### src/design/g3c_pkg.sv
// shared constants, types and helpers for the gray 3x3 convolution block
// no dependencies; imported by every module of the block
package g3c_pkg;

    localparam int MAX_WIDTH  = 1024;
    localparam int MAX_HEIGHT = 4096;

    localparam int COL_W      = $clog2(MAX_WIDTH);
    localparam int ROW_W      = $clog2(MAX_HEIGHT);
    localparam int WIDTH_W    = 11;
    localparam int HEIGHT_W   = 13;
    localparam int PIX_W      = 8;
    localparam int KERN_W     = 3 * PIX_W;
    localparam int CFG_DATA_W = 24;
    localparam int CFG_IDX_W  = 3;
    localparam int SUM_W      = PIX_W + 2;
    localparam int LINE_W     = 2 * PIX_W;

    localparam int IN_DATA_W  = 24;
    localparam int OUT_DATA_W = 48;

    localparam int MAX_RESULTS = 2;
    localparam int FIFO_DEPTH  = 8;
    localparam int FIFO_AW     = $clog2(FIFO_DEPTH);
    localparam int FIFO_CW     = $clog2(FIFO_DEPTH + 1);

    typedef enum logic [CFG_IDX_W-1:0] {
        CFG_IMAGE_WIDTH  = 3'd0,
        CFG_IMAGE_HEIGHT = 3'd1,
        CFG_KERNEL_TOP   = 3'd2,
        CFG_KERNEL_MID   = 3'd3,
        CFG_KERNEL_BOT   = 3'd4
    } cfg_index_t;

    typedef struct packed {
        logic [COL_W-1:0] col;
        logic [ROW_W-1:0] row;
        logic [PIX_W-1:0] red;
        logic [PIX_W-1:0] green;
        logic [PIX_W-1:0] blue;
        logic             interior;
        logic             border;
    } pix_meta_t;

    typedef struct packed {
        logic [COL_W-1:0] col;
        logic [ROW_W-1:0] row;
        logic [PIX_W-1:0] red;
        logic [PIX_W-1:0] green;
        logic [PIX_W-1:0] blue;
        logic             last;
    } result_t;

    // pixel leaving the line store read stage
    typedef struct packed {
        logic             valid;
        pix_meta_t        meta;
        logic [PIX_W-1:0] gray;
        logic [PIX_W-1:0] top;
        logic [PIX_W-1:0] mid;
    } win_in_t;

    // results still held in the window pipeline
    typedef struct packed {
        logic [1:0] p2_results;
        logic [1:0] p3_results;
    } win_stat_t;

    // floor(sum / 3) for sums up to 765, via reciprocal 683 / 2048
    function automatic logic [PIX_W-1:0] gray_of(input logic [SUM_W-1:0] sum);
        logic [20:0] prod;
        prod = 21'(sum) * 21'd683;
        return prod[18:11];
    endfunction

endpackage

### src/design/g3c_out_fifo.sv
// result queue between the window pipeline and the output channel
// depends on g3c_pkg; takes up to two results a cycle, gives one
module g3c_out_fifo
    import g3c_pkg::*;
(
    input  logic               aclk,
    input  logic               aresetn,
    input  logic               push_a,
    input  result_t            data_a,
    input  logic               push_b,
    input  result_t            data_b,
    input  logic               pop,
    output logic               out_valid,
    output result_t            out_data,
    output logic [FIFO_CW-1:0] level
);

    result_t             buf_reg [FIFO_DEPTH];
    logic [FIFO_AW-1:0]  wr_ptr_reg;
    logic [FIFO_AW-1:0]  rd_ptr_reg;
    logic [FIFO_CW-1:0]  count_reg;
    logic [FIFO_CW-1:0]  count_next;
    logic [FIFO_AW-1:0]  wr_ptr_inc;

    assign wr_ptr_inc = wr_ptr_reg + FIFO_AW'(1);

    // a is always ahead of b when both arrive together
    always_ff @(posedge aclk) begin
        if (push_a) begin
            buf_reg[wr_ptr_reg] <= data_a;
            if (push_b) begin
                buf_reg[wr_ptr_inc] <= data_b;
            end
        end else if (push_b) begin
            buf_reg[wr_ptr_reg] <= data_b;
        end
    end

    assign count_next = count_reg + FIFO_CW'(push_a) + FIFO_CW'(push_b) - FIFO_CW'(pop);

    always_ff @(posedge aclk) begin
        if (!aresetn) begin
            wr_ptr_reg <= '0;
            rd_ptr_reg <= '0;
            count_reg  <= '0;
        end else begin
            wr_ptr_reg <= wr_ptr_reg + FIFO_AW'(push_a) + FIFO_AW'(push_b);
            rd_ptr_reg <= rd_ptr_reg + FIFO_AW'(pop);
            count_reg  <= count_next;
        end
    end

    assign out_valid = (count_reg != '0);
    assign out_data  = buf_reg[rd_ptr_reg];
    assign level     = count_reg;

endmodule

### config.mk
export PLATFORM = sky130hd
export DESIGN_NAME = g3c_out_fifo
export DESIGN_NICKNAME = d
export VERILOG_FILES = /design/src/design/g3c_pkg.sv /design/src/design/g3c_out_fifo.sv
export SDC_FILE = /design/constraint.sdc
export NUM_CORES = 1
export LEC_CHECK = 0
export ABC_AREA = 1
export CAP_MARGIN = 20
export CORE_ASPECT_RATIO = 2
export CORE_MARGIN = 10
export CORE_UTILIZATION = 45
export CTS_BUF_LIST = sky130_fd_sc_hd__clkbuf_16
export DETAILED_ROUTE_END_ITERATION = 6
export DONT_BUFFER_PORTS = 1
export HOLD_SLACK_MARGIN = 0.1
export PLACE_DENSITY_LB_ADDON = 0.08
export SLEW_MARGIN = 25
export SYNTH_ARGS = -nofsm -noshare
export SYNTH_HDL_FRONTEND = slang
export SYNTH_SLANG_ARGS = --single-unit
### constraint.sdc
create_clock -name aclk -period 16.1 [get_ports aclk]
set_clock_uncertainty 0.2 [all_clocks]
set_input_delay 1.61 -clock aclk [delete_from_list [all_inputs] [get_ports aclk]]
set_output_delay 1.61 -clock aclk [all_outputs]
set_load 0.01 [all_outputs]
==> impl_metrics.env <==
export IMPL_status="finished clean"
export IMPL_worst_slew_margin_rel_pct=27.0
export IMPL_drtIter0Drc=2020
export IMPL_gp_congestion=0.791
export IMPL_grt_antenna_before_repair=0
export IMPL_endpoint_kind="primary output"
export IMPL_sw_frac_of_total_pct=35.1
export IMPL_area_of_the_core_um2=52400
export IMPL_htree_num_levels=2
export IMPL_max_rail_drop_vdd_mv=0.0850
export IMPL_critical_path_max_stage_delay_ns=0.85
export IMPL_tritoncts_num_buffers=39
export IMPL_syn_avg_cell_area_um2=7.39
export IMPL_hold_crit_class="reg2reg"
export IMPL_worst_skew_pair_late_latency_ns=0.55
export IMPL_combinational_group_share_of_total_power_pct=25.0
export IMPL_netSwitchingPower_uw=1010
export IMPL_cp_common_cell="sky130_fd_sc_hd__nand2_1"
export IMPL_post_synth_inst_count=3214
export IMPL_synth_fa_ha_area_share_pct=0.675
export IMPL_die_width_um=182
export IMPL_synth_nets=3324
export IMPL_crit_reg2reg_capture="buf_reg[4][13]"
export IMPL_cp_arrival_ns=3.59
export IMPL_layout_worst_path_cycle_share_pct=33.6
export IMPL_ant_cells=0
export IMPL_clock_sinks=386
export IMPL_path_depth=6
export IMPL_final_util_pct=47.7
export IMPL_largest_register_ff_count=376
export IMPL_via_per_inst=5.83
export IMPL_cp_required_ns=14.29
export IMPL_clockBufferDepth=3
export IMPL_final_hold_worst_slack_ns=0.439
export IMPL_timing_max_cap_violations=0
export IMPL_cp_bufs_invs=2
export IMPL_cpLargestDelayFamily="buffers and inverters"
export IMPL_synth_distinct_cells=23
export IMPL_portBuffers=0
export IMPL_final_setup_viol_count=0
export IMPL_cts_resized=0
export IMPL_power_internal_uw=1870
export IMPL_worst_setup_path_endpoint="out_data[15]"
export IMPL_syn_to_final_growth_pct=5.31
export IMPL_synthesis_yosys_warnings=0
export IMPL_whs_path_depth=2
export IMPL_cts_clk_slew_worst_paths_ns=0.06
export IMPL_timing_critical_path_from="rd_ptr_reg[1]"
export IMPL_timing_critical_path_fanout_max=57
export IMPL_seq_area_frac_synth_pct=48.4
export IMPL_synth_compound_gate_area_share_pct=0.211
export IMPL_grt_first_pass_wirelength_um=128000
export IMPL_yosys_mux_area_fraction_pct=0
export IMPL_syn_area_um2=23700
export IMPL_drc=0
export IMPL_unrepaired_setup_endpoints_after_global_routing="false"
export IMPL_fin_tns_setup_ns=0
export IMPL_post_cts_setup_buffer_count=0
export IMPL_r2r_start="wr_ptr_reg[0]"
export IMPL_synth_top_family_by_area="simple AND/OR/NAND/NOR gates"
export IMPL_via_count=21471
export IMPL_std_cell_rows=119
export IMPL_start_util_pct=45.3
export IMPL_layout_min_cycle_time_ns=5.40
export IMPL_tritoncts="yes"
export IMPL_timing_reg2reg_worst_path_depth=6
export IMPL_slew_violations=0
export IMPL_antenna_left=0
export IMPL_static_leakage_power_uw=0.0122
export IMPL_clock_root_buffer="sky130_fd_sc_hd__clkbuf_16"
export IMPL_post_synth_xor_area_fraction_pct=0.111
export IMPL_grt_ovfl_total=0
export IMPL_nNetsFinal=3103
export IMPL_regToRegSetupSlack_ns=11.95
export IMPL_drt_wirelength_per_cell_um=23.0
export IMPL_fmax_ghz=0.185
export IMPL_io_pin_count=151
export IMPL_clock_power_share_pct=31.2
export IMPL_routed_wl_um=84800
export IMPL_grt_max_degree=124
export IMPL_crit_path_top_delay_cell="sky130_fd_sc_hd__dfxtp_4"
export IMPL_cp_start_kind="flop"
export IMPL_via_count_of_the_first_global_routing_pass=21028
export IMPL_ys_ff_latch=386
export IMPL_cts_hold_buffers_added=0
export IMPL_critical_path_cell_chain="clkinv_2, buf_4, nand3_1, nand2_1, nand2_1, nand2_1"
export IMPL_die_area_um2=62900
export IMPL_dp_hpwl_um=46400
export IMPL_hold_viol_final=0
export IMPL_vertical_die_dimension_um=345
export IMPL_synth_simple_area_share_pct=38.7
export IMPL_transition_time_of_the_tightest_slew_check_pin_ns=1.09
export IMPL_drive_gt1_share_pct=3.91
export IMPL_groute_usage_overall_pct=26.3
export IMPL_power_per_cell_area_nw_per_um2=115
export IMPL_criticalPathCategory="reg2out"
export IMPL_first_pass_iteration_count_of_the_detailed_router=6
export IMPL_sequentialPowerShare_pct=43.8
worst min-delay path by stage:
stage / from / endpoint
floorplan: rd_ptr_reg[0] / rd_ptr_reg[0]
global route: wr_ptr_reg[2] / wr_ptr_reg[2]
detailed placement: wr_ptr_reg[2] / wr_ptr_reg[2]
CTS: wr_ptr_reg[2] / wr_ptr_reg[2]
global placement: wr_ptr_reg[2] / wr_ptr_reg[2]
finish: wr_ptr_reg[2] / wr_ptr_reg[2]
metrics by stage:
stage               setup WS (ns)  power, µW  std cells  instance area, µm²
floorplan                    9.94       1790       3214               23700
global placement            11.19       1980       3613               23700
detailed placement          11.09       2000       3617               23800
CTS                         10.68       2880       3686               25000
global route                10.57       3010       3686               25000
finish                      10.70       2880       3686               25000
cells by family after synthesis:
kind of cell,count (synthesis)
AND/OR/NAND/NOR,2107
XOR/XNOR,3
adder cells (fa/ha/maj),11
AO/OA/AOI/OAI,10
buffers and inverters,697
flip-flops,386
synth_stat cells (all sizes together):
master  instances  share of area [%]
buf           156                3.4
nand4         376                9.9
a21oi           2              0.042
nor2            9               0.16
xnor2           2              0.074
o21ai           8               0.17
clkbuf        144                2.3
dfxtp          10               0.84
edfxtp        376                 48
nand2        1476                 23
nand3         246                5.3
inv           397                6.3
xor2            1              0.037
fa              3               0.25
ha              8               0.42
power groups by stage:
stage	logic [µW]	registers (µW)	clock network [µW]
after global placement	700	1280	0
after CTS	718	1260	905
after floorplan	510	1280	0
after global routing	794	1270	944
final	719	1260	899
after detailed placement	718	1280	0
layout by cell type (no fill, tap or decap), types with 4 or more instances in the layout:
cell type | netlist | routed
sky130_fd_sc_hd__nand2_1 | 1475 | 1473
sky130_fd_sc_hd__inv_1 | 395 | 400
sky130_fd_sc_hd__nand4_1 | 376 | 376
sky130_fd_sc_hd__edfxtp_1 | 376 | 376
sky130_fd_sc_hd__nand3_1 | 242 | 238
sky130_fd_sc_hd__clkbuf_16 | 0 | 41
sky130_fd_sc_hd__buf_4 | 16 | 29
sky130_fd_sc_hd__clkinv_1 | 0 | 11
sky130_fd_sc_hd__o21ai_4 | 0 | 8
sky130_fd_sc_hd__nand3_2 | 4 | 8
sky130_fd_sc_hd__nor2_1 | 7 | 7
sky130_fd_sc_hd__ha_1 | 8 | 7
sky130_fd_sc_hd__dfxtp_1 | 10 | 7
sky130_fd_sc_hd__clkinv_2 | 0 | 6
sky130_fd_sc_hd__buf_6 | 3 | 5
sky130_fd_sc_hd__buf_16 | 0 | 4
layer usage:
metal  part of all wire, %  track usage [%]  vias to the layer above
met3                   7.5             3.64                      187
met4                   4.1             11.5                        0
met1                    37             30.7                    10333
met5                     0                0                        -
met2                    51             46.9                     1000
li1                      -                -                     9951
worst register-to-register path: stages (launching register included):
cell                      delay [ns]
sky130_fd_sc_hd__dfxtp_1        0.47
sky130_fd_sc_hd__ha_4           0.42
sky130_fd_sc_hd__buf_4          0.49
sky130_fd_sc_hd__inv_8          0.78
sky130_fd_sc_hd__nand3_2        0.29
sky130_fd_sc_hd__o21ai_4        0.43
sky130_fd_sc_hd__buf_4          0.67
area by class of cell:
type                    count  area [µm²]
fillers                  5164       27400
clock inverters            28         168
inverters                 397        1510
flip-flops and latches    386       11500
repair buffers             38         384
clock buffers              41        1030
multi-input cells        2131        9590
well taps                 665         832
No activity file was read; power rests on OpenSTA's default activity.
