===== src/design/g3c_pkg.sv =====
// shared constants, types and helpers for the gray 3x3 convolution block
// no dependencies; imported by every module of the block
package g3c_pkg;

    localparam int MAX_WIDTH  = 1024;
    localparam int MAX_HEIGHT = 4096;

    localparam int COL_W      = $clog2(MAX_WIDTH);
    localparam int ROW_W      = $clog2(MAX_HEIGHT);
    localparam int WIDTH_W    = 11;
    localparam int HEIGHT_W   = 13;
    localparam int PIX_W      = 8;
    localparam int KERN_W     = 3 * PIX_W;
    localparam int CFG_DATA_W = 24;
    localparam int CFG_IDX_W  = 3;
    localparam int SUM_W      = PIX_W + 2;
    localparam int LINE_W     = 2 * PIX_W;

    localparam int IN_DATA_W  = 24;
    localparam int OUT_DATA_W = 48;

    localparam int MAX_RESULTS = 2;
    localparam int FIFO_DEPTH  = 8;
    localparam int FIFO_AW     = $clog2(FIFO_DEPTH);
    localparam int FIFO_CW     = $clog2(FIFO_DEPTH + 1);

    typedef enum logic [CFG_IDX_W-1:0] {
        CFG_IMAGE_WIDTH  = 3'd0,
        CFG_IMAGE_HEIGHT = 3'd1,
        CFG_KERNEL_TOP   = 3'd2,
        CFG_KERNEL_MID   = 3'd3,
        CFG_KERNEL_BOT   = 3'd4
    } cfg_index_t;

    typedef struct packed {
        logic [COL_W-1:0] col;
        logic [ROW_W-1:0] row;
        logic [PIX_W-1:0] red;
        logic [PIX_W-1:0] green;
        logic [PIX_W-1:0] blue;
        logic             interior;
        logic             border;
    } pix_meta_t;

    typedef struct packed {
        logic [COL_W-1:0] col;
        logic [ROW_W-1:0] row;
        logic [PIX_W-1:0] red;
        logic [PIX_W-1:0] green;
        logic [PIX_W-1:0] blue;
        logic             last;
    } result_t;

    // pixel leaving the line store read stage
    typedef struct packed {
        logic             valid;
        pix_meta_t        meta;
        logic [PIX_W-1:0] gray;
        logic [PIX_W-1:0] top;
        logic [PIX_W-1:0] mid;
    } win_in_t;

    // results still held in the window pipeline
    typedef struct packed {
        logic [1:0] p2_results;
        logic [1:0] p3_results;
    } win_stat_t;

    // floor(sum / 3) for sums up to 765, via reciprocal 683 / 2048
    function automatic logic [PIX_W-1:0] gray_of(input logic [SUM_W-1:0] sum);
        logic [20:0] prod;
        prod = 21'(sum) * 21'd683;
        return prod[18:11];
    endfunction

endpackage


===== src/design/g3c_window.sv =====
// 3x3 window, tap products and sum; forms the interior and border results
// depends on g3c_pkg; fed by the line store read stage of the top level
module g3c_window
    import g3c_pkg::*;
(
    input  logic              aclk,
    input  logic              aresetn,
    input  win_in_t           win_in,
    input  logic [KERN_W-1:0] kernel_top,
    input  logic [KERN_W-1:0] kernel_mid,
    input  logic [KERN_W-1:0] kernel_bot,
    output logic              push_int,
    output result_t           res_int,
    output logic              push_brd,
    output result_t           res_brd,
    output win_stat_t         stat
);

    // [0..2] column c-1 top/mid/bottom, [3..5] column c-2
    logic [PIX_W-1:0] win_reg [6];

    logic             p2_valid_reg;
    pix_meta_t        p2_meta_reg;
    logic [PIX_W-1:0] p2_gray_reg [9];

    logic             p3_valid_reg;
    pix_meta_t        p3_meta_reg;
    logic [PIX_W-1:0] p3_prod_reg [9];
    logic [PIX_W-1:0] p3_prod_next [9];

    logic [PIX_W-1:0] acc;
    logic [KERN_W-1:0] kern [3];

    assign kern[0] = kernel_top;
    assign kern[1] = kernel_mid;
    assign kern[2] = kernel_bot;

    always_ff @(posedge aclk) begin
        if (!aresetn) begin
            for (int i = 0; i < 6; i++) begin
                win_reg[i] <= '0;
            end
        end else if (win_in.valid) begin
            win_reg[3] <= win_reg[0];
            win_reg[4] <= win_reg[1];
            win_reg[5] <= win_reg[2];
            win_reg[0] <= win_in.top;
            win_reg[1] <= win_in.mid;
            win_reg[2] <= win_in.gray;
        end
    end

    always_ff @(posedge aclk) begin
        if (!aresetn) begin
            p2_valid_reg <= 1'b0;
            p3_valid_reg <= 1'b0;
        end else begin
            p2_valid_reg <= win_in.valid;
            p3_valid_reg <= p2_valid_reg;
        end
    end

    // neighbourhood in row-major order, left/centre/right per row
    always_ff @(posedge aclk) begin
        p2_meta_reg    <= win_in.meta;
        p2_gray_reg[0] <= win_reg[3];
        p2_gray_reg[1] <= win_reg[0];
        p2_gray_reg[2] <= win_in.top;
        p2_gray_reg[3] <= win_reg[4];
        p2_gray_reg[4] <= win_reg[1];
        p2_gray_reg[5] <= win_in.mid;
        p2_gray_reg[6] <= win_reg[5];
        p2_gray_reg[7] <= win_reg[2];
        p2_gray_reg[8] <= win_in.gray;
    end

    // only the low byte of each product reaches the result
    always_comb begin
        for (int k = 0; k < 9; k++) begin
            p3_prod_next[k] = PIX_W'(kern[k / 3][(k % 3) * PIX_W +: PIX_W] * p2_gray_reg[k]);
        end
    end

    always_ff @(posedge aclk) begin
        p3_meta_reg <= p2_meta_reg;
        for (int k = 0; k < 9; k++) begin
            p3_prod_reg[k] <= p3_prod_next[k];
        end
    end

    always_comb begin
        acc = '0;
        for (int k = 0; k < 9; k++) begin
            acc = acc + p3_prod_reg[k];
        end
    end

    assign push_int = p3_valid_reg & p3_meta_reg.interior;
    assign push_brd = p3_valid_reg & p3_meta_reg.border;

    always_comb begin
        res_int.col   = p3_meta_reg.col - COL_W'(1);
        res_int.row   = p3_meta_reg.row - ROW_W'(1);
        res_int.red   = acc;
        res_int.green = acc;
        res_int.blue  = acc;
        res_int.last  = ~p3_meta_reg.border;

        res_brd.col   = p3_meta_reg.col;
        res_brd.row   = p3_meta_reg.row;
        res_brd.red   = p3_meta_reg.red;
        res_brd.green = p3_meta_reg.green;
        res_brd.blue  = p3_meta_reg.blue;
        res_brd.last  = 1'b1;
    end

    always_comb begin
        stat.p2_results = {1'b0, p2_valid_reg & p2_meta_reg.interior}
                        + {1'b0, p2_valid_reg & p2_meta_reg.border};
        stat.p3_results = {1'b0, push_int} + {1'b0, push_brd};
    end

endmodule


===== config.mk =====
export PLATFORM = sky130hd
export DESIGN_NAME = g3c_window
export DESIGN_NICKNAME = d
export VERILOG_FILES = /design/src/design/g3c_pkg.sv /design/src/design/g3c_window.sv
export SDC_FILE = /design/constraint.sdc
export NUM_CORES = 1
export LEC_CHECK = 0
export ABC_AREA = 1
export BUFFER_PORTS_ARGS = -buffer_cell sky130_fd_sc_hd__buf_2
export CELL_PAD_IN_SITES_DETAIL_PLACEMENT = 0
export CELL_PAD_IN_SITES_GLOBAL_PLACEMENT = 1
export CORE_ASPECT_RATIO = 1.4
export CORE_MARGIN = 4
export CORE_UTILIZATION = 40
export DETAILED_ROUTE_END_ITERATION = 12
export PLACE_DENSITY = 0.9
export SLEW_MARGIN = 10
export SYNTH_ARGS = -nofsm -noshare
export SYNTH_HDL_FRONTEND = slang
export SYNTH_SLANG_ARGS = --single-unit

===== constraint.sdc =====
create_clock -name aclk -period 4.3 [get_ports aclk]
set_input_delay 0.86 -clock aclk [delete_from_list [all_inputs] [get_ports aclk]]
set_output_delay 0.86 -clock aclk [all_outputs]
set_load 0.05 [all_outputs]

==> results of run 1 <==
## final timing paths
check | startpoint | endpoint | cells past startpoint
worst max-delay path | p3_prod_reg[1][19]$_DFF_P_ | res_int[14] | 15
worst min-delay path | p2_meta_reg[31]$_DFF_P_ | res_brd[30]$_DFF_P_ | 0
worst max register to register | p2_gray_reg[0][58]$_DFF_P_ | p3_prod_reg[1][31]$_DFF_P_ | 20
worst min register to register | p2_meta_reg[31]$_DFF_P_ | res_brd[30]$_DFF_P_ | 0
## cell type report
class,count,area [um2],share of cell area
Clock inverter,16,201,0.00941
Inverter,617,2320,0.108
Tap cell,611,764,0.0357
Timing Repair Buffer,294,1740,0.0813
Multi-Input combinational cell,1185,9260,0.432
Clock buffer,36,815,0.0380
Antenna cell,6,15.0,0.000701
Sequential cell,290,6300,0.294
## logic make-up after synthesis
logic type,share of synthesized area
DFF,0.344
adders and majority gates,0.274
AOI/OAI and AO/OA,0.00835
xor gates and xnor gates,0.0455
buffers and inverters,0.160
other,0.000205
and+or+nand+nor,0.168
## worst reg2reg max path: cells and delay by family (launching register included)
family                   cells  cell delay [ns]
adder cells (fa/ha/maj)      5             2.25
flip-flops                   1             0.39
buffers and inverters        5             0.29
AND/OR/NAND/NOR             10             0.84
## routing by layer
metal  track usage  part of all wire
met1         0.172              0.38
met2         0.318              0.55
met3        0.0258             0.048
met4        0.0494             0.030
met5             0           0.00028
## timing repair
action                                  CTS  global route
resized for setup                        65            16
pin swaps                                28            12
setup buffers                             0             1
endpoints found under the setup margin   18            18
## cell usage in the layout, fill, tap and decap left out, types with 7 or more instances in the layout
master / count
buf_6: 15
buf_4: 46
dfxtp_1: 232
nor2_1: 65
inv_2: 16
xor2_1: 52
nand4_1: 7
ha_1: 151
nand2_1: 561
xnor2_1: 39
edfxtp_1: 48
clkbuf_16: 31
inv_1: 600
buf_2: 227
a21oi_1: 17
nand3_1: 77
nand2_2: 9
nand3b_1: 20
dfxtp_2: 10
fa_1: 151
## per-stage QoR
step	utilization	cells	setup TNS, ns
after global routing	0.474	3052	-13.59
after global placement	0.446	2996	-4.29
final	0.474	3055	-11.21
after CTS	0.473	3048	-11.87
after detailed placement	0.446	2996	-5.40
after floorplan	-	2181	-4.30
==> impl_metrics.env, run 1 <==
export IMPL_status="finished, violations left"
export IMPL_violations="setup timing"
export IMPL_crit_required_ns=3.44
export IMPL_root_buffer="clkbuf_16"
export IMPL_die_w_um=189
export IMPL_vias=13300
export IMPL_hold_slack_ns=0.324
export IMPL_dp_slack_ns=-0.457
export IMPL_criticalPathCategory="reg -> out"
export IMPL_worstMarginPinSlew_ns=1.03
export IMPL_grt_max_degree=50
export IMPL_cts_tree="built"
export IMPL_slew_viol_final=0
export IMPL_syn_nets=2637
export IMPL_drcViolationCount=0
export IMPL_crit_path_max_fanout=3
export IMPL_die_h_um=261
export IMPL_finalWorstSetupSlack_ns=-0.792
export IMPL_rows=92
export IMPL_routedWlPerCell_um=12.8
export IMPL_io_pin_count=247
export IMPL_synth_ff_type="dfxtp_1"
export IMPL_initial_core_util=0.405
export IMPL_synth_area_mm2=0.0183
export IMPL_maxCapViolations=0
export IMPL_ys_ff_latch=290
export IMPL_syn_avg_cell_area_um2=8.38
export IMPL_antenna_found_initial=8
export IMPL_clock_sinks=290
export IMPL_cts_buffer_depth=3
export IMPL_rrSetupSlack_ns=0.46
export IMPL_dp_hpwl_mm=32.5
export IMPL_portBuffers=245
export IMPL_htree_levels=1
export IMPL_skew_ns=0.0106
export IMPL_critPathArrivalTime_ns=4.23
export IMPL_synth_common_cells="inv_1 (617), nand2_1 (565), dfxtp_1 (242), ha_1 (156), fa_1 (153)"
export IMPL_slew_headroom=0.313
export IMPL_core_region_area_mm2=0.0451
export IMPL_yosys_cell_count_top_type="inv_1"
export IMPL_final_area_mm2=0.0214
export IMPL_crit_chain="inv_2 > fa_1 > inv_2 > fa_1 > fa_1 > inv_2 > fa_1 > inv_2 > ha_4 > a21o_1 > buf_6 > buf_6 > a31oi_4 > xnor2_4 > buf_6"
export IMPL_fmax_ghz=0.196
export IMPL_synth_seq_area_share=0.344
export IMPL_slowest_stage="fa_1"
export IMPL_grt_ovfl_total=0
export IMPL_synthCells=2181
export IMPL_cp_end_kind="output pin"
export IMPL_drt_pass1_iterations=5
export IMPL_crit_family="adder cells"
export IMPL_hp_class="reg -> reg"
export IMPL_holdBufCountCts=0
export IMPL_synth_top_area_cell="dfxtp_1"
export IMPL_placed_area_mm2=0.0201
export IMPL_cp_buffers_inverters=7
export IMPL_fin_nets=2872
export IMPL_numCtsBuffers=28
export IMPL_ant_nets=0
export IMPL_path_clk_slew_ns=0.07
export IMPL_area_delta_synth_final_pct=17.1
export IMPL_drt_iter0_markers=394
export IMPL_synthArstFlopShare=0
export IMPL_grt_usage=0.160
export IMPL_yosys_cell_types_count=30
export IMPL_dieArea_mm2=0.0492
export IMPL_layout_min_cycle_time_ns=5.09
export IMPL_rsz0062_at_grt="true"
export IMPL_synth_top_cells_by_area="dfxtp_1 (27%), fa_1 (17%), inv_1 (13%)"
export IMPL_clkLatencyLatePin_ns=0.55
export IMPL_synth_top_area_share=0.265
export IMPL_slowest_delay_ns=0.54
export IMPL_synth_edf_count=48
export IMPL_routed_wl_mm=39.0
export IMPL_vias_per_cell=4.34
export IMPL_grt_pass1_vias=14000
export IMPL_min_period_over_period=1.18
export IMPL_grt_pass1_wl_mm=65.1
export IMPL_gp_congestion=0.861
export IMPL_nFillCells=4313
export IMPL_drive_gt1_frac=0.164
export IMPL_ys_warn_count=0
export IMPL_final_setup_viol_count=18
export IMPL_crit_path_start_kind="flip-flop"
export IMPL_hold_viol_final=0
Power of run 1 is not shown: default switching activity piles up to over one toggle a cycle in this logic, so the estimate is an artifact.
==> inputs of run 2 (changes only) <==
--- a/config.mk
+++ b/config.mk
@@ -13,7 +13,8 @@
 export CORE_MARGIN = 4
 export CORE_UTILIZATION = 40
 export DETAILED_ROUTE_END_ITERATION = 12
-export PLACE_DENSITY = 0.9
+export PLACE_DENSITY_LB_ADDON = 0.1
+export SETUP_SLACK_MARGIN = 0.5
 export SLEW_MARGIN = 10
 export SYNTH_ARGS = -nofsm -noshare
 export SYNTH_HDL_FRONTEND = slang
==> impl_metrics.env, run 2 (same netlist as run 1, synthesis figures left out) <==
export IMPL_reg2reg_depth=18
export IMPL_fin_cells=3038
export IMPL_violations="setup timing"
export IMPL_routedWlPerCell_um=13.3
export IMPL_fin_nets=2858
export IMPL_root_buffer="clkbuf_16"
export IMPL_hp_class="reg -> reg"
export IMPL_clkLatencyLatePin_ns=0.58
export IMPL_hold_viol_final=0
export IMPL_min_period_over_period=1.17
export IMPL_initial_core_util=0.405
export IMPL_ant_nets=0
export IMPL_drcViolationCount=0
export IMPL_rows=92
export IMPL_crit_path_max_fanout=3
export IMPL_crit_path_start_kind="flip-flop"
export IMPL_crit_chain="inv_2 > fa_1 > inv_2 > fa_1 > fa_1 > inv_1 > fa_1 > inv_2 > ha_4 > inv_2 > fa_2 > o21ai_4 > xor2_4 > buf_6"
export IMPL_finalWorstSetupSlack_ns=-0.737
export IMPL_htree_levels=1
export IMPL_die_h_um=261
export IMPL_drt_iter0_markers=306
export IMPL_slowest_stage="fa_1"
export IMPL_cp_depth=14
export IMPL_place_inst=2980
export IMPL_maxCapViolations=0
export IMPL_dieArea_mm2=0.0492
export IMPL_fmax_ghz=0.199
export IMPL_status="finished, violations left"
export IMPL_grt_usage=0.166
export IMPL_cts_buffer_depth=3
export IMPL_nFillCells=4475
export IMPL_path_clk_slew_ns=0.07
export IMPL_routed_wl_mm=40.5
export IMPL_layout_min_cycle_time_ns=5.04
export IMPL_grt_ovfl_total=0
export IMPL_slowest_delay_ns=0.55
export IMPL_dp_hpwl_mm=33.7
export IMPL_hold_path_depth=0
export IMPL_mostFrequentLayoutCells="inv_1 (596), nand2_1 (557), buf_2 (224), dfxtp_1 (224), ha_1 (141)"
export IMPL_drive_gt1_frac=0.179
export IMPL_final_setup_viol_count=18
export IMPL_clock_sinks=290
export IMPL_gp_congestion=0.829
export IMPL_grt_pass1_vias=13500
export IMPL_critPathArrivalTime_ns=4.18
export IMPL_final_common_cell="inv_1"
export IMPL_cts_tree="built"
export IMPL_grt_max_degree=34
export IMPL_cp_buffers_inverters=6
export IMPL_crit_family="adder cells"
export IMPL_area_delta_synth_final_pct=18.0
export IMPL_grt_pass1_wl_mm=66.0
export IMPL_rsz0062_at_grt="true"
export IMPL_vias_per_cell=4.32
export IMPL_slew_headroom=0.445
export IMPL_numCtsBuffers=30
export IMPL_crit_required_ns=3.44
export IMPL_cp_end_kind="output pin"
export IMPL_drt_pass1_iterations=5
export IMPL_portBuffers=245
export IMPL_antenna_found_initial=6
export IMPL_core_region_area_mm2=0.0451
export IMPL_slew_viol_final=0
export IMPL_io_pin_count=247
export IMPL_vias=13100
export IMPL_worstMarginPinSlew_ns=0.829
export IMPL_die_w_um=189
export IMPL_criticalPathCategory="reg -> out"
export IMPL_skew_ns=0.0342
## run 2: changes by cell type in the layout (fill, tap and decap cells not counted), sizes merged
cell,before,now
diode,6,3
bufinv,3,2
inv,621,623
buf,294,278
clkinv,7,6
clkbuf,36,38
## run 2: layer usage
| metal | up-vias | GRT usage | wire length, um |
|---|---|---|---|
| met5 | - | 0 | 21 |
| met4 | 4 | 0.0494 | 1150 |
| met3 | 66 | 0.0325 | 2050 |
| met2 | 248 | 0.316 | 21300 |
| met1 | 6119 | 0.186 | 16000 |
| li1 | 6687 | - | - |
## run 2: what timing repair did
action,in CTS,in global routing
resized for setup,73,26
setup endpoints to repair,22,28
setup buffers,1,0
hold buffers,0,0
pin swaps,31,18
## run 2: through the flow
stage                     utilization  cell area (um2)  TNS (ns)  hold slack [ns]  worst slack, ns
after floorplan                     -            18600     -4.02            0.310           -0.458
after global placement          0.447            20200     -4.66            0.310           -0.413
after detailed placement        0.447            20200     -4.77            0.312           -0.428
after CTS                       0.476            21500    -11.99            0.327           -0.824
after global routing            0.478            21600    -13.64            0.330           -0.925
final                           0.478            21600    -10.73            0.323           -0.737
## run 2: worst reg2reg max path, stage by stage, from the launching register on
cell and delay (ns):
dfxtp_2 0.41, nand2_1 0.11, fa_1 0.56, inv_1 0.05, ha_1 0.26, inv_1 0.05
fa_1 0.52, inv_1 0.05, fa_1 0.47, ha_1 0.34, inv_2 0.05, o21bai_1 0.19
nor2_1 0.07, nand3_1 0.08, nand2_1 0.06, nand2_1 0.08, nand2_1 0.05, nand2_1 0.06
nand2_1 0.04
## run 2: path summary, 6_finish.rpt
check	start	to	slack (ns)
max reg2reg	p2_gray_reg[0][26]$_DFF_P_	p3_prod_reg[0][31]$_DFF_P_	0.70
max	p3_prod_reg[2][2]$_DFF_P_	res_int[15]	-0.74
min	p2_meta_reg[28]$_DFF_P_	res_brd[27]$_DFF_P_	0.32
min reg2reg	p2_meta_reg[28]$_DFF_P_	res_brd[27]$_DFF_P_	0.32
## run 2: layout make-up
cell class / instances / area [um2] / area share
clock buffer: 38 / 885 / 0.0410
multi-input combinational: 1185 / 9470 / 0.439
sequential: 290 / 6310 / 0.293
antenna: 3 / 7.51 / 0.000348
tap: 611 / 764 / 0.0354
clock inverter: 16 / 164 / 0.00760
timing repair buffer: 278 / 1640 / 0.0762
inverter: 617 / 2320 / 0.108
Power of run 2 is left out for the same reason.
==> inputs of run 3 (changes only) <==
--- a/config.mk
+++ b/config.mk
@@ -14,6 +14,7 @@
 export CORE_UTILIZATION = 40
 export DETAILED_ROUTE_END_ITERATION = 12
 export PLACE_DENSITY_LB_ADDON = 0.1
+export RECOVER_POWER = 50
 export SETUP_SLACK_MARGIN = 0.5
 export SLEW_MARGIN = 10
 export SYNTH_ARGS = -nofsm -noshare
==> impl_metrics.env, run 3 (same netlist as run 1, synthesis figures left out) <==
export IMPL_numCtsBuffers=30
export IMPL_antenna_found_initial=6
export IMPL_portBuffers=245
export IMPL_fmax_ghz=0.199
export IMPL_vias_per_cell=4.32
export IMPL_initial_core_util=0.405
export IMPL_vias=13100
export IMPL_drt_pass1_iterations=5
export IMPL_htree_levels=1
export IMPL_drive_gt1_frac=0.169
export IMPL_root_buffer="clkbuf_16"
export IMPL_worstMarginPinSlew_ns=1.47
export IMPL_final_common_cell="inv_1"
export IMPL_ant_nets=0
export IMPL_io_pin_count=247
export IMPL_hold_slack_ns=0.323
export IMPL_cts_buffer_depth=3
export IMPL_critPathArrivalTime_ns=4.18
export IMPL_grt_max_degree=34
export IMPL_path_clk_slew_ns=0.06
export IMPL_rows=92
export IMPL_clkLatencyLatePin_ns=0.58
export IMPL_layout_min_cycle_time_ns=5.04
export IMPL_crit_required_ns=3.44
export IMPL_cp_startpoint="p3_prod_reg[2][2]$_DFF_P_"
export IMPL_reg2reg_depth=14
export IMPL_drt_iter0_markers=312
export IMPL_final_setup_viol_count=18
export IMPL_routed_wl_mm=40.5
export IMPL_rsz0062_at_grt="true"
export IMPL_hold_viol_final=0
export IMPL_cts_tree="built"
export IMPL_worstReg2RegEnd="p3_prod_reg[0][7]$_DFF_P_"
export IMPL_fin_nets=2858
export IMPL_grt_ovfl_total=0
export IMPL_status="finished, violations left"
export IMPL_rrSetupSlack_ns=0.68
export IMPL_die_h_um=261
export IMPL_crit_path_start_kind="flip-flop"
export IMPL_maxCapViolations=0
export IMPL_clock_sinks=290
export IMPL_die_w_um=189
export IMPL_holdBufCountCts=0
export IMPL_mostFrequentLayoutCells="inv_1 (596), nand2_1 (559), dfxtp_1 (224)"
export IMPL_crit_path_max_fanout=3
export IMPL_grt_pass1_vias=13500
export IMPL_hp_class="reg -> reg"
export IMPL_routedWlPerCell_um=13.3
export IMPL_drcViolationCount=0
export IMPL_violations="setup timing"
export IMPL_grt_pass1_wl_mm=66.0
export IMPL_min_period_over_period=1.17
export IMPL_gp_congestion=0.829
export IMPL_dieArea_mm2=0.0492
export IMPL_criticalPathCategory="reg -> out"
export IMPL_r2r_start="p2_gray_reg[0][0]$_DFF_P_"
export IMPL_core_region_area_mm2=0.0451
export IMPL_grt_usage=0.166
export IMPL_dp_hpwl_mm=33.7
export IMPL_cp_end_kind="output pin"
export IMPL_worstSetupEndpoint="res_int[15]"
export IMPL_slew_headroom=0.0187
export IMPL_slew_viol_final=0
export IMPL_skew_ns=0.0345
export IMPL_postLayoutCoreUtil=0.477
export IMPL_finalWorstSetupSlack_ns=-0.737
export IMPL_area_delta_synth_final_pct=17.7
==> run 3: changes by cell type in the layout (fill, tap and decap cells not counted) <==
| cell | change |
|---|---|
| buf_2 | -20 |
| buf_4 | -4 |
| clkbuf_1 | +24 |
| nand2_1 | +2 |
| nand2_2 | -2 |
==> run 3: repair_timing <==
item / 4_1_cts / 5_1_grt
buffers inserted: 1 / 0
resized for setup: 73 / 26
setup endpoints to repair: 22 / 28
pin swaps: 31 / 18
==> run 3: worst min path at each step <==
stage / start / endpoint / slack (ns) / depth (start not counted)
4_1_cts: p2_meta_reg[28]$_DFF_P_ / res_brd[27]$_DFF_P_ / 0.33 / 0
5_1_grt: p2_meta_reg[33]$_DFF_P_ / res_brd[32]$_DFF_P_ / 0.33 / 0
2_1_floorplan: p2_meta_reg[11]$_DFF_P_ / res_brd[10]$_DFF_P_ / 0.31 / 0
6_report: p2_meta_reg[28]$_DFF_P_ / res_brd[27]$_DFF_P_ / 0.32 / 0
3_3_place_gp: p2_meta_reg[38]$_DFF_P_ / res_brd[37]$_DFF_P_ / 0.31 / 0
3_5_place_dp: p2_meta_reg[15]$_DFF_P_ / res_brd[14]$_DFF_P_ / 0.31 / 0
==> run 3: critical path, cell delays in order, from the launching register on <==
cell	delay, ns
dfxtp_2	0.32
inv_2	0.03
fa_1	0.55
inv_2	0.05
fa_1	0.50
fa_1	0.51
inv_1	0.05
fa_1	0.44
inv_2	0.08
ha_4	0.12
inv_2	0.03
fa_2	0.36
o21ai_4	0.19
xor2_4	0.21
buf_6	0.19
==> run 3: through the flow <==
stage	TNS (ns)	std cells	setup WS (ns)	instance area, um2
2_1_floorplan	-4.02	2181	-0.458	18600
6_report	-10.73	3038	-0.737	21500
4_1_cts	-11.99	3035	-0.824	21500
3_5_place_dp	-4.77	2980	-0.428	20200
3_3_place_gp	-4.66	2980	-0.413	20200
5_1_grt	-13.64	3035	-0.925	21500
==> run 3: routing by layer <==
metal / wire [um] / share of wire / global-route usage / vias up
met4: 1160 / 0.029 / 0.0494 / 4
met1: 16000 / 0.39 / 0.186 / 6104
li1: - / - / - / 6688
met5: 21 / 0.00052 / 0 / -
met3: 2090 / 0.052 / 0.0325 / 66
met2: 21300 / 0.53 / 0.316 / 254
==> run 3: layout make-up <==
class                           count  area, um2
Tap cell                          611        764
Clock buffer                       38        885
Antenna cell                        3       7.51
Inverter                          617       2320
Sequential cell                   290       6310
Fill cell                        4483      23600
Multi-Input combinational cell   1185       9470
Clock inverter                     16        164
Timing Repair Buffer              278       1600
Power of run 3 is left out for the same reason.
